===== src/rtl/cdtc_pkg.sv =====
package cdtc_pkg;

  // Field widths
  localparam int unsigned CmdW    = 4;
  localparam int unsigned MinuteW = 6;
  localparam int unsigned HourW   = 5;
  localparam int unsigned DayW    = 5;
  localparam int unsigned MonthW  = 4;
  localparam int unsigned YearW   = 14;

  // Packed stream widths (tdata padded to whole bytes)
  localparam int unsigned FieldsW = MinuteW + HourW + DayW + MonthW + YearW;
  localparam int unsigned DataW   = ((FieldsW + 7) / 8) * 8;
  localparam int unsigned PadW    = DataW - FieldsW;

  // Default upper year limit
  localparam int unsigned YEAR_MAX_DEF = 9999;

  // Command codes
  localparam logic [CmdW-1:0] CMD_LOAD      = 4'd0;
  localparam logic [CmdW-1:0] CMD_INC_MIN   = 4'd1;
  localparam logic [CmdW-1:0] CMD_INC_HOUR  = 4'd2;
  localparam logic [CmdW-1:0] CMD_INC_DAY   = 4'd3;
  localparam logic [CmdW-1:0] CMD_INC_MONTH = 4'd4;
  localparam logic [CmdW-1:0] CMD_INC_YEAR  = 4'd5;
  localparam logic [CmdW-1:0] CMD_DEC_MIN   = 4'd6;
  localparam logic [CmdW-1:0] CMD_DEC_HOUR  = 4'd7;
  localparam logic [CmdW-1:0] CMD_DEC_DAY   = 4'd8;
  localparam logic [CmdW-1:0] CMD_DEC_MONTH = 4'd9;
  localparam logic [CmdW-1:0] CMD_DEC_YEAR  = 4'd10;

  // Calendar limits
  localparam logic [MinuteW-1:0] MINUTE_LAST = 6'd59;
  localparam logic [HourW-1:0]   HOUR_LAST   = 5'd23;
  localparam logic [MonthW-1:0]  MONTH_FEB   = 4'd2;
  localparam logic [MonthW-1:0]  MONTH_LAST  = 4'd12;
  localparam logic [DayW-1:0]    FEB_LEAP    = 5'd29;
  localparam logic [DayW-1:0]    FEB_COMMON  = 5'd28;

  // Month lengths, indexed by month code; unused codes read 31
  localparam logic [DayW-1:0] MONTH_DAYS [16] = '{
    5'd31, 5'd31, 5'd28, 5'd31, 5'd30, 5'd31, 5'd30, 5'd31,
    5'd31, 5'd30, 5'd31, 5'd30, 5'd31, 5'd31, 5'd31, 5'd31
  };

  // Length of a month; leap year when year mod 4 is zero
  function automatic logic [DayW-1:0] days_in(input logic [MonthW-1:0] month,
                                              input logic [YearW-1:0]  year);
    logic [DayW-1:0] len;
    if (month == MONTH_FEB) begin
      len = (year[1:0] == 2'd0) ? FEB_LEAP : FEB_COMMON;
    end else begin
      len = MONTH_DAYS[month];
    end
    return len;
  endfunction

endpackage


===== src/rtl/calendar_date_time_counter.sv =====
// Calendar date/time counter. Each stream transaction carries a command in
// s_axis_tuser: load all fields (each range checked, a bad field keeps its
// old value and sets the error flag) or step minute, hour, day, month or
// year up or down by one with full carry/borrow. Every command returns one
// transaction holding the whole calendar and the error flag. An accepted
// transaction passes the input register, then the calendar/result register,
// before its result is offered; a new command is taken every cycle while the
// result side keeps up, as the carry chain that updates the calendar
// registers is combinational. The year
// holds at 1 and YEAR_MAX: a step past either end changes nothing and flags
// an error. Unused commands change nothing and report no error.
module calendar_date_time_counter #(
  parameter int unsigned YEAR_MAX = cdtc_pkg::YEAR_MAX_DEF
) (
  input  logic                         clk_i,
  input  logic                         rst_ni,
  // slave side
  input  logic                         s_axis_tvalid,
  output logic                         s_axis_tready,
  // load_minute, load_hour, load_day, load_month, load_year, zero pad
  input  logic [cdtc_pkg::DataW-1:0]   s_axis_tdata,
  // command
  input  logic [cdtc_pkg::CmdW-1:0]    s_axis_tuser,
  // master side
  output logic                         m_axis_tvalid,
  input  logic                         m_axis_tready,
  // cur_minute, cur_hour, cur_day, cur_month, cur_year, zero pad
  output logic [cdtc_pkg::DataW-1:0]   m_axis_tdata,
  // error_flag
  output logic                         m_axis_tuser
);

  localparam int unsigned MinW = cdtc_pkg::MinuteW;
  localparam int unsigned HrW  = cdtc_pkg::HourW;
  localparam int unsigned DyW  = cdtc_pkg::DayW;
  localparam int unsigned MoW  = cdtc_pkg::MonthW;
  localparam int unsigned YrW  = cdtc_pkg::YearW;
  localparam logic [YrW-1:0] YearMax = YrW'(YEAR_MAX);

  // Input register
  logic                 in_valid_q;
  logic [MinW-1:0]      ld_min_q;
  logic [HrW-1:0]       ld_hour_q;
  logic [DyW-1:0]       ld_day_q;
  logic [MoW-1:0]       ld_month_q;
  logic [YrW-1:0]       ld_year_q;
  logic [cdtc_pkg::CmdW-1:0] cmd_q;

  // Calendar state and result
  logic [MinW-1:0] min_q,   min_d;
  logic [HrW-1:0]  hour_q,  hour_d;
  logic [DyW-1:0]  day_q,   day_d;
  logic [MoW-1:0]  month_q, month_d;
  logic [YrW-1:0]  year_q,  year_d;
  logic            err_q,   err_d;
  logic            out_valid_q;
  logic            step_fail;

  logic advance;
  logic in_take;

  assign advance       = in_valid_q && (!out_valid_q || m_axis_tready);
  assign s_axis_tready = !in_valid_q || advance;
  assign in_take       = s_axis_tvalid && s_axis_tready;

  // Input stage
  always_ff @(posedge clk_i or negedge rst_ni) begin
    if (!rst_ni) begin
      in_valid_q <= 1'b0;
    end else if (s_axis_tready) begin
      in_valid_q <= s_axis_tvalid;
    end
  end

  always_ff @(posedge clk_i) begin
    if (in_take) begin
      cmd_q      <= s_axis_tuser;
      ld_min_q   <= s_axis_tdata[MinW-1:0];
      ld_hour_q  <= s_axis_tdata[MinW+HrW-1:MinW];
      ld_day_q   <= s_axis_tdata[MinW+HrW+DyW-1:MinW+HrW];
      ld_month_q <= s_axis_tdata[MinW+HrW+DyW+MoW-1:MinW+HrW+DyW];
      ld_year_q  <= s_axis_tdata[MinW+HrW+DyW+MoW+YrW-1:MinW+HrW+DyW+MoW];
    end
  end

  // Next calendar value
  always_comb begin
    logic            is_inc, is_dec;
    logic            sel_min, sel_hour, sel_day, sel_month, sel_year;
    logic            min_end, hour_end, day_end, month_end;
    logic            c_hour, c_day, c_month, c_year;
    logic            from_day;
    logic [DyW-1:0]  cur_len, new_len, day_mid;
    logic            ok_min, ok_hour, ok_month, ok_year, ok_day;

    is_inc = 1'b0;
    is_dec = 1'b0;
    if (cmd_q inside {[cdtc_pkg::CMD_INC_MIN:cdtc_pkg::CMD_INC_YEAR]}) is_inc = 1'b1;
    if (cmd_q inside {[cdtc_pkg::CMD_DEC_MIN:cdtc_pkg::CMD_DEC_YEAR]}) is_dec = 1'b1;
    sel_min   = (cmd_q == cdtc_pkg::CMD_INC_MIN)   || (cmd_q == cdtc_pkg::CMD_DEC_MIN);
    sel_hour  = (cmd_q == cdtc_pkg::CMD_INC_HOUR)  || (cmd_q == cdtc_pkg::CMD_DEC_HOUR);
    sel_day   = (cmd_q == cdtc_pkg::CMD_INC_DAY)   || (cmd_q == cdtc_pkg::CMD_DEC_DAY);
    sel_month = (cmd_q == cdtc_pkg::CMD_INC_MONTH) || (cmd_q == cdtc_pkg::CMD_DEC_MONTH);
    sel_year  = (cmd_q == cdtc_pkg::CMD_INC_YEAR)  || (cmd_q == cdtc_pkg::CMD_DEC_YEAR);

    cur_len = cdtc_pkg::days_in(month_q, year_q);

    // Wrap conditions differ by direction
    if (is_dec) begin
      min_end   = (min_q == '0);
      hour_end  = (hour_q == '0);
      day_end   = (day_q <= DyW'(1));
      month_end = (month_q <= MoW'(1));
    end else begin
      min_end   = (min_q >= cdtc_pkg::MINUTE_LAST);
      hour_end  = (hour_q >= cdtc_pkg::HOUR_LAST);
      day_end   = (day_q >= cur_len);
      month_end = (month_q >= cdtc_pkg::MONTH_LAST);
    end

    // Carry/borrow chain
    c_hour   = (sel_min && min_end) || sel_hour;
    c_day    = (c_hour && hour_end) || sel_day;
    c_month  = (c_day && day_end) || sel_month;
    c_year   = (c_month && month_end) || sel_year;
    from_day = is_dec && c_day && day_end;

    min_d   = min_q;
    hour_d  = hour_q;
    day_mid = day_q;
    month_d = month_q;
    year_d  = year_q;
    err_d   = 1'b0;
    step_fail = 1'b0;
    ok_min = 1'b0; ok_hour = 1'b0; ok_month = 1'b0; ok_year = 1'b0; ok_day = 1'b0;

    if (is_inc) begin
      if (sel_min)  min_d  = min_end  ? '0 : min_q + MinW'(1);
      if (c_hour)   hour_d = hour_end ? '0 : hour_q + HrW'(1);
      if (c_day)    day_mid = day_end ? DyW'(1) : day_q + DyW'(1);
      if (c_month)  month_d = month_end ? MoW'(1) : month_q + MoW'(1);
      if (c_year)   year_d = year_q + YrW'(1);
      step_fail = c_year && (year_q >= YearMax);
    end else if (is_dec) begin
      if (sel_min)  min_d  = min_end  ? cdtc_pkg::MINUTE_LAST : min_q - MinW'(1);
      if (c_hour)   hour_d = hour_end ? cdtc_pkg::HOUR_LAST : hour_q - HrW'(1);
      if (c_day && !day_end) day_mid = day_q - DyW'(1);
      if (c_month)  month_d = month_end ? cdtc_pkg::MONTH_LAST : month_q - MoW'(1);
      if (c_year)   year_d = year_q - YrW'(1);
      step_fail = c_year && (year_q <= YrW'(1));
    end else if (cmd_q == cdtc_pkg::CMD_LOAD) begin
      ok_min   = (ld_min_q <= cdtc_pkg::MINUTE_LAST);
      ok_hour  = (ld_hour_q <= cdtc_pkg::HOUR_LAST);
      ok_month = (ld_month_q >= MoW'(1)) && (ld_month_q <= cdtc_pkg::MONTH_LAST);
      ok_year  = (ld_year_q >= YrW'(1)) && (ld_year_q <= YearMax);
      if (ok_min)   min_d   = ld_min_q;
      if (ok_hour)  hour_d  = ld_hour_q;
      if (ok_month) month_d = ld_month_q;
      if (ok_year)  year_d  = ld_year_q;
    end

    // Length of the month that results; day is checked and clamped against it
    new_len = cdtc_pkg::days_in(month_d, year_d);
    if (cmd_q == cdtc_pkg::CMD_LOAD) begin
      ok_day = (ld_day_q >= DyW'(1)) && (ld_day_q <= new_len);
      if (ok_day) day_mid = ld_day_q;
      err_d = !(ok_min && ok_hour && ok_month && ok_year && ok_day);
    end

    if (from_day) begin
      day_d = new_len;
    end else if (day_mid > new_len) begin
      day_d = new_len;
    end else begin
      day_d = day_mid;
    end

    // Step past a year limit leaves the calendar as it was
    if (step_fail) begin
      min_d   = min_q;
      hour_d  = hour_q;
      day_d   = day_q;
      month_d = month_q;
      year_d  = year_q;
      err_d   = 1'b1;
    end
  end

  // Calendar registers double as the result payload
  always_ff @(posedge clk_i or negedge rst_ni) begin
    if (!rst_ni) begin
      min_q       <= '0;
      hour_q      <= '0;
      day_q       <= DyW'(1);
      month_q     <= MoW'(1);
      year_q      <= YrW'(1);
      err_q       <= 1'b0;
      out_valid_q <= 1'b0;
    end else begin
      if (advance) begin
        min_q   <= min_d;
        hour_q  <= hour_d;
        day_q   <= day_d;
        month_q <= month_d;
        year_q  <= year_d;
        err_q   <= err_d;
      end
      if (advance) begin
        out_valid_q <= 1'b1;
      end else if (m_axis_tready) begin
        out_valid_q <= 1'b0;
      end
    end
  end

  assign m_axis_tvalid = out_valid_q;
  assign m_axis_tdata  = {{cdtc_pkg::PadW{1'b0}}, year_q, month_q, day_q, hour_q, min_q};
  assign m_axis_tuser  = err_q;

  // Calendar always holds a legal date
  a_month_range: assert property (@(posedge clk_i) disable iff (!rst_ni)
    (month_q >= MoW'(1)) && (month_q <= cdtc_pkg::MONTH_LAST))
    else $error("month out of range");

  a_day_range: assert property (@(posedge clk_i) disable iff (!rst_ni)
    (day_q >= DyW'(1)) && (day_q <= cdtc_pkg::days_in(month_q, year_q)))
    else $error("day out of range for month");

  a_year_range: assert property (@(posedge clk_i) disable iff (!rst_ni)
    (year_q >= YrW'(1)) && (year_q <= YearMax))
    else $error("year out of range");

  // A step past a year limit must leave the calendar untouched and flag it
  a_fail_holds: assert property (@(posedge clk_i) disable iff (!rst_ni)
    (advance && step_fail) |=> ($stable(year_q) && $stable(month_q) && $stable(day_q)
                                && $stable(hour_q) && $stable(min_q) && err_q))
    else $error("calendar changed on year limit");

  // Input stage never accepts while it holds a command and a result is blocked
  a_no_overrun: assert property (@(posedge clk_i) disable iff (!rst_ni)
    (in_valid_q && out_valid_q && !m_axis_tready) |-> !s_axis_tready)
    else $error("input accepted while pipeline stalled");

endmodule


===== config.mk =====
export PLATFORM = sky130hd
export DESIGN_NAME = calendar_date_time_counter
export DESIGN_NICKNAME = d
export VERILOG_FILES = /design/src/rtl/cdtc_pkg.sv /design/src/rtl/calendar_date_time_counter.sv
export SDC_FILE = /design/constraint.sdc
export NUM_CORES = 1
export LEC_CHECK = 0
export BUFFER_PORTS_ARGS = -buffer_cell sky130_fd_sc_hd__clkbuf_2
export CORE_MARGIN = 2
export CORE_UTILIZATION = 35
export CTS_CLUSTER_SIZE = 14
export DETAILED_ROUTE_END_ITERATION = 8
export GPL_ROUTABILITY_DRIVEN = 0
export PLACE_DENSITY = 0.53
export SETUP_SLACK_MARGIN = 0.3
export SLEW_MARGIN = 20
export SYNTH_ARGS = -nofsm -noshare
export SYNTH_HDL_FRONTEND = slang
export SYNTH_SLANG_ARGS = --single-unit

===== constraint.sdc =====
create_clock -name clk_i -period 6.9 [get_ports clk_i]
set_clock_uncertainty 0.15 [all_clocks]
set_input_delay 0.69 -clock clk_i [delete_from_list [all_inputs] [get_ports clk_i]]
set_output_delay 0.69 -clock clk_i [all_outputs]
set_load 0.02 [all_outputs]

* Yosys cells after proc, flatten, opt, wreduce, memory -nomap -nowiden *
Memory sizes are Yosys's and may differ from the RTL's.
Cells that the tools add are included.

storage, ports and cells
  flip-flop bits (word level) = 75
  latch bits = 0
  memory bits (writable) = 0
  ROM bits = 160
  input port bits = 48
  output and inout bits = 43
  logic and storage cells = 191
  memories kept = 2

memories
  memory            depth  bits a word  read ports  clocked after Yosys merged registers in  write ports  line            RTL
  (name not given)  16     5            1           0                                        0            cdtc_pkg.sv:53  len = MONTH_DAYS[month];
  (name not given)  16     5            1           0                                        0            cdtc_pkg.sv:53

operators by class
  $add $sub $neg = 10
  multiply operators = 0
  divide/modulo/power cells = 0
  order comparisons = 23
  equality and inequality tests = 18
  shifts and indexed selects = 0
  mux-type cells = 71
  bitwise operators = 3
  reduce and logical (&&, ||, !) cells = 49

operators by type and width
  kind                                                                 number
  two-way mux 5 bit                                                    23
  two-way mux 14 bit                                                   6
  two-way mux 6 bit                                                    8
  two-way mux 4 bit                                                    8
  two-way mux 1 bit                                                    26
  logical AND 1 bit                                                    20
  AND reduction 6 bit                                                  3
  equality test 4 x 2 -> 1 bit (second input constant)                 4
  equality test 4 x 3 -> 1 bit (second input constant)                 4
  greater-or-equal comparator 5 bit (second input constant)            3
  adder 14 x 1 -> 14 bit (second input constant)                       1
  greater-or-equal comparator 14 x 1 -> 1 bit (second input constant)  1
  greater-or-equal comparator 14 bit (second input constant)           1
  less-or-equal comparator 14 x 1 -> 1 bit (second input constant)     1
  less-or-equal comparator 14 bit (second input constant)              1
  subtractor 14 x 1 -> 14 bit (second input constant)                  1
  equality test 4 bit (second input constant)                          3
  nonzero test 3 bit                                                   4
  logical OR 1 bit                                                     11
  adder 5 x 1 -> 5 bit (second input constant)                         2
  inverter 4 -> 5 bit                                                  2
  subtractor 5 x 1 -> 5 bit (second input constant)                    2
  greater-or-equal comparator 4 x 1 -> 1 bit (second input constant)   2
  less-or-equal comparator 4 bit (second input constant)               2
  27 further kinds                                                     35

* Longest topological paths before layout *
  depth in word-level cells = 25
  gate-level depth with buffers = 32
  gate-level depth less buffers = 29

* Least setup slack after synthesis *
Ideal clock, no wire load.

  path type = register to register
  start = reg month_q[0]
  end = reg day_q[0]
  setup time = 61 ps
  arrival time = 5,834 ps
  data required time = 6,689 ps
  slack = 855 ps
  stages on the path, launching flop included = 31
  path buffers = 3
  clock period less this slack = 6,045 ps
  path through = dfstp_2 -> clkbuf_1 -> inv_1 -> ha_1 -> nor2b_1 -> o31ai_1 -> ha_1 -> nand2b_1 -> a21oi_1 -> nor3_2 -> o221ai_2 -> and2_4 -> buf_6 -> or4b_1 -> a32oi_2 -> and4_1 -> nor3_1 -> ha_1 -> nand2_1 -> nand4_1 -> o22ai_1 -> or2_2 -> clkbuf_1 -> o211ai_1 -> o21ai_0 -> ha_1 -> a21oi_1 -> nand3_1 -> o31ai_1 -> nor4b_2 -> o22a_1

on the way
  word-level cells in the longest chain between the ends = 24
  elaborated cells on any way between the ends = 58
  those cells by class = 2 x add/sub; 5 x order compare; 2 x eq/ne; 32 x mux; 3 x bitwise; 12 x reduce/logical; 2 x memory

ends and longest elaborated chain
  element                                               line                               RTL
  start: declaration                                    calendar_date_time_counter.sv:53   logic [MoW-1:0] month_q, month_d;
  start signal: assignment                              calendar_date_time_counter.sv:195  month_q <= MoW'(1);
  start signal: assignment                              calendar_date_time_counter.sv:204  month_q <= month_d;
  inverter 4 -> 5 bit (implied by the code)             cdtc_pkg.sv:53
  memory read (16 x 5 bit)                              --
  two-way mux 5 bit (implied by the code) (2 in a row)  cdtc_pkg.sv:53
  two-way mux 5 bit                                     cdtc_pkg.sv:50                     if (month == MONTH_FEB) begin
  greater-or-equal comparator 5 bit                     calendar_date_time_counter.sv:117  day_end = (day_q >= cur_len);
  two-way mux 1 bit                                     calendar_date_time_counter.sv:109  if (is_dec) begin
  logical AND 1 bit                                     calendar_date_time_counter.sv:124  c_month = (c_day && day_end) || sel_month;
  logical OR 1 bit                                      calendar_date_time_counter.sv:124
  [... 7 more ...]                                      --
  two-way mux 5 bit                                     cdtc_pkg.sv:50
  less-or-equal comparator 5 bit                        calendar_date_time_counter.sv:165  ok_day = (ld_day_q >= DyW'(1)) && (ld_day_q <= new_len);
  logical AND 1 bit                                     calendar_date_time_counter.sv:165
  two-way mux 5 bit                                     calendar_date_time_counter.sv:166  if (ok_day) day_mid = ld_day_q;
  two-way mux 5 bit                                     calendar_date_time_counter.sv:164  if (cmd_q == cdtc_pkg::CMD_LOAD) begin
  greater-than comparator 5 bit                         calendar_date_time_counter.sv:172  end else if (day_mid > new_len) begin
  two-way mux 5 bit                                     calendar_date_time_counter.sv:172
  two-way mux 5 bit                                     calendar_date_time_counter.sv:170  if (from_day) begin
  end signal: assignment                                calendar_date_time_counter.sv:194  day_q <= DyW'(1);
  end signal: assignment                                calendar_date_time_counter.sv:203  day_q <= day_d;
  end: declaration                                      calendar_date_time_counter.sv:52   logic [DyW-1:0] day_q, day_d;

Parallel ways exist; a longest one is shown, timed or not. The select of a mux whose other input is x is not followed.
A chain may end at the register's enable or synchronous reset.

* Final worst setup path *
Ends and elaborated chain as after synthesis.

==> impl_metrics.json <==
{
  "tightest_slew_ns": 0.929,
  "yosys-top-cells-count": "56 x sky130_fd_sc_hd__nor2_1, 50 x sky130_fd_sc_hd__a21oi_1, 49 x sky130_fd_sc_hd__o21ai_0, 43 x sky130_fd_sc_hd__nand2_1, 38 x sky130_fd_sc_hd__edfxtp_1",
  "totalNegativeSetupSlack_ns": 0,
  "clock_tree.htree_level_count": 3,
  "cts_made_buffers": 9,
  "max_freq_mhz": 164,
  "min-delay-path-class": "in -> async",
  "min_period_ns": 6.08,
  "power.leakage_nw": 2.57,
  "max-vdd-ir-drop_uv": 135,
  "clk_pin_slew_ns": 0.06,
  "power_density_nw_per_um2": 353,
  "drive_above_1_share_pct": 21.1,
  "firstDrtPassIters": 5,
  "post-route-period-util_pct": 88.1,
  "wire_per_inst_um": 17.5,
  "post_synth_instance_area_um2": 5420,
  "overall_routed_net_length_um": 15300,
  "pwr-share-seq_pct": 34.4,
  "grt_start_max_net_pins": 39,
  "crit_arrival_ns": 6.22,
  "yosys_warnings": 0,
  "worst_ep_required_time_ns": 7.04,
  "post-route-util_pct": 42.1,
  "floorplan.initialDensity_pct": 35.8,
  "horizontal_extent_of_the_die_um": 128,
  "numnets_final": 752,
  "grtUsageTotal_pct": 18.9,
  "worst-r2r-setup-slack_ns": 0.82,
  "synth-async-reset-ratio_pct": 49.3,
  "floorplan.rows": 45,
  "cts.hold.buffers_added": 0,
  "setup.worst_path.class": "reg -> reg",
  "grt_antenna_before_repair": 0,
  "start_kind": "flop",
  "switching_portion_of_total_power_pct": 41.9,
  "grt_remaining_overflow": 0,
  "worst_skew_pair.late_latency_ns": 0.34,
  "num_antenna_cells": 0,
  "yosysTopAreaCellShare_pct": 21.0,
  "synth_cells": 617,
  "detail_route.iter0.violations": 400,
  "final_antenna_net_count": 0,
  "number_of_design_rule_violations_left_after_detail_routing": 0,
  "cts.sink_count": 75,
  "timing.slew.headroom_pct": 38.1,
  "cts_tree": "built",
  "yosysMostFrequentCell": "sky130_fd_sc_hd__nor2_1",
  "grt_first_pass_wirelength_um": 24800,
  "ys_seq_area_share_pct": 38.2,
  "crit_path_end_kind": "flop",
  "critical_path_end": "day_q[0]$_DFFE_PN1P_",
  "ys_dominant_reg_cell": "sky130_fd_sc_hd__edfxtp_1",
  "grt_setup_unrepaired": "false",
  "crit_start": "month_q[0]$_DFFE_PN1P_",
  "setup-violations-final": 0,
  "post-synth-top-area-cell": "sky130_fd_sc_hd__edfxtp_1",
  "ctsRootBufferMaster": "sky130_fd_sc_hd__clkbuf_16",
  "fp.dieArea_um2": 16500,
  "max_cap_viol_count": 0,
  "final.setup.worst_slack_ns": 0.820,
  "dpl_worst_slack_ns": 0.486,
  "finalInstanceArea_um2": 6370,
  "yosys-top-cells-area": "sky130_fd_sc_hd__edfxtp_1 21%, sky130_fd_sc_hd__dfrtp_1 16%, sky130_fd_sc_hd__ha_1 5.1%",
  "place_hpwl_um": 10800,
  "outcome": "complete, no violations",
  "postSynthRegisterBits": 75,
  "finalHoldWorstSlack_ns": 0.269,
  "route.detailed.vias_per_inst": 5.74,
  "report.final.hold_viol_count": 0,
  "timing_max_transition_violations_final": 0,
  "regToRegEndpoint": "day_q[0]$_DFFE_PN1P_",
  "die_height_um": 128,
  "fp.coreArea_um2": 15100,
  "power_frac_clock_pct": 24.2,
  "yosys.cell_types.count": 74,
  "synth-edff-count": 38,
  "floorplan.io_pins": 91,
  "buffer_ports.inserted": 78,
  "dpl_cell_area_um2": 5970,
  "switching_pwr_mw": 0.943,
  "worstReg2RegStart": "month_q[0]$_DFFE_PN1P_",
  "first_global_vias": 4773,
  "power.internal_mw": 1.30,
  "via_count": 5025,
  "timing.reg2reg.worst_path_depth": 27,
  "clockBufferDepth": 2,
  "power.share.combinational_pct": 41.4,
  "largest_fanout_on_the_critical_path": 10,
  "area_growth_syn_to_layout_pct": 17.5,
  "synth.avg_cell_area_um2": 8.79
}
-- how the worst min path moves through the flow --
stage | endpoint | slack (ns) | from
2_1_floorplan | day_q[1]$_DFFE_PN0P_ | 0.24 | rst_ni
3_3_place_gp | m_axis_tvalid$_DFFE_PN0P_ | 0.36 | in_valid_q$_DFFE_PN0N_
3_5_place_dp | m_axis_tvalid$_DFFE_PN0P_ | 0.37 | in_valid_q$_DFFE_PN0N_
4_1_cts | min_q[3]$_DFFE_PN0P_ | 0.29 | rst_ni
5_1_grt | min_q[3]$_DFFE_PN0P_ | 0.32 | rst_ni
6_report | min_q[3]$_DFFE_PN0P_ | 0.27 | rst_ni
-- through the flow --
step                      instances  power [mW]
final                           875        2.25
after global routing            875        2.42
after CTS                       873        2.24
after detailed placement        857        1.68
after global placement          857        1.67
after floorplan                 622        1.42
-- kinds of logic (layout without fill, tap and decap cells) --
group	count (synthesis)	after routing	synth area share [%]
and+or+nand+nor	218	218	20.7
AOI/OAI and AO/OA	209	209	25.9
DFF	75	75	38.2
buffers and inverters	68	133	5.77
adders and majority gates	22	22	5.08
xor gates and xnor gates	13	13	2.10
muxes	11	11	2.15
other	1	6	0.0692
-- cell type report --
cell class	instances	area [um^2]
fillers	1529	8770
multi-input cells	479	3120
flip-flops and latches	75	2070
repair buffers	96	526
well taps	188	235
clock buffers	9	225
clock inverters	7	116
inverters	21	81.3
-- power by group through the flow --
stage | Clock, mW | Combinational, mW | Sequential (mW)
floorplan | 0 | 0.645 | 0.778
global placement | 0 | 0.893 | 0.773
detailed placement | 0 | 0.904 | 0.776
CTS | 0.558 | 0.910 | 0.769
global route | 0.576 | 1.05 | 0.799
finish | 0.544 | 0.931 | 0.772
-- cell usage in the layout, fill, tap and decap left out, types with 6 or more instances in the layout --
cell type                    n
sky130_fd_sc_hd__ha_1       22
sky130_fd_sc_hd__a21oi_1    50
sky130_fd_sc_hd__and3_1     16
sky130_fd_sc_hd__a21o_1      6
sky130_fd_sc_hd__nand2_1    43
sky130_fd_sc_hd__nand2b_1    6
sky130_fd_sc_hd__clkbuf_16   9
sky130_fd_sc_hd__nor4_1     10
sky130_fd_sc_hd__xnor2_1     9
sky130_fd_sc_hd__buf_4      18
sky130_fd_sc_hd__dfrtp_1    34
sky130_fd_sc_hd__o21ai_0    49
sky130_fd_sc_hd__o22ai_1     7
sky130_fd_sc_hd__nor3_1     17
sky130_fd_sc_hd__a22oi_1    11
sky130_fd_sc_hd__mux2i_1     6
sky130_fd_sc_hd__a31oi_1     9
sky130_fd_sc_hd__inv_1      19
sky130_fd_sc_hd__a22o_1     10
sky130_fd_sc_hd__nor2_1     56
sky130_fd_sc_hd__nand3_1    25
sky130_fd_sc_hd__conb_1      6
sky130_fd_sc_hd__o31ai_1     9
sky130_fd_sc_hd__edfxtp_1   38
sky130_fd_sc_hd__clkbuf_2   78
-- sequential cells by signal (all words and copies together), names as in the netlist, 5 cells and up --
signal / flops
hour_q: 5
min_q: 6
ld_day_q: 5
ld_hour_q: 5
ld_year_q: 14
ld_min_q: 6
year_q: 14
day_q: 5
-- layer usage --
metal / up-vias / routed length [um] / GRT usage (%)
li1: 2452 / - / -
met1: 2392 / 7350 / 26.3
met2: 166 / 6990 / 29.8
met3: 15 / 738 / 3.24
met4: 0 / 224 / 6.08
met5: - / 0 / 0
-- critical path, cell delays in order, from the launching register on --
cell and delay (ns):
sky130_fd_sc_hd__dfstp_2 0.64, sky130_fd_sc_hd__inv_1 0.11, sky130_fd_sc_hd__ha_1 0.22, sky130_fd_sc_hd__nor2b_1 0.13, sky130_fd_sc_hd__o31ai_1 0.19, sky130_fd_sc_hd__ha_1 0.15, sky130_fd_sc_hd__nand2b_1 0.10, sky130_fd_sc_hd__a21oi_1 0.08
sky130_fd_sc_hd__nor3_2 0.20, sky130_fd_sc_hd__o221ai_2 0.21, sky130_fd_sc_hd__and2_4 0.25, sky130_fd_sc_hd__or4b_1 0.55, sky130_fd_sc_hd__a32oi_4 0.32, sky130_fd_sc_hd__and4_4 0.28, sky130_fd_sc_hd__nor3_2 0.05, sky130_fd_sc_hd__ha_1 0.28
sky130_fd_sc_hd__nand2_1 0.05, sky130_fd_sc_hd__nand4_1 0.10, sky130_fd_sc_hd__o22ai_2 0.11, sky130_fd_sc_hd__or2_2 0.36, sky130_fd_sc_hd__o211ai_1 0.10, sky130_fd_sc_hd__o21ai_0 0.14, sky130_fd_sc_hd__ha_1 0.29, sky130_fd_sc_hd__a21oi_1 0.17
sky130_fd_sc_hd__nand3_1 0.11, sky130_fd_sc_hd__o31ai_2 0.27, sky130_fd_sc_hd__nor4b_2 0.24, sky130_fd_sc_hd__o22a_1 0.17
-- what timing repair did --
action	in CTS	in global routing
endpoints found under the setup margin	0	2
gates resized for setup	0	8
buffers inserted	0	2
hold endpoints to repair	0	0
No activity file was read; power rests on OpenSTA's default activity.
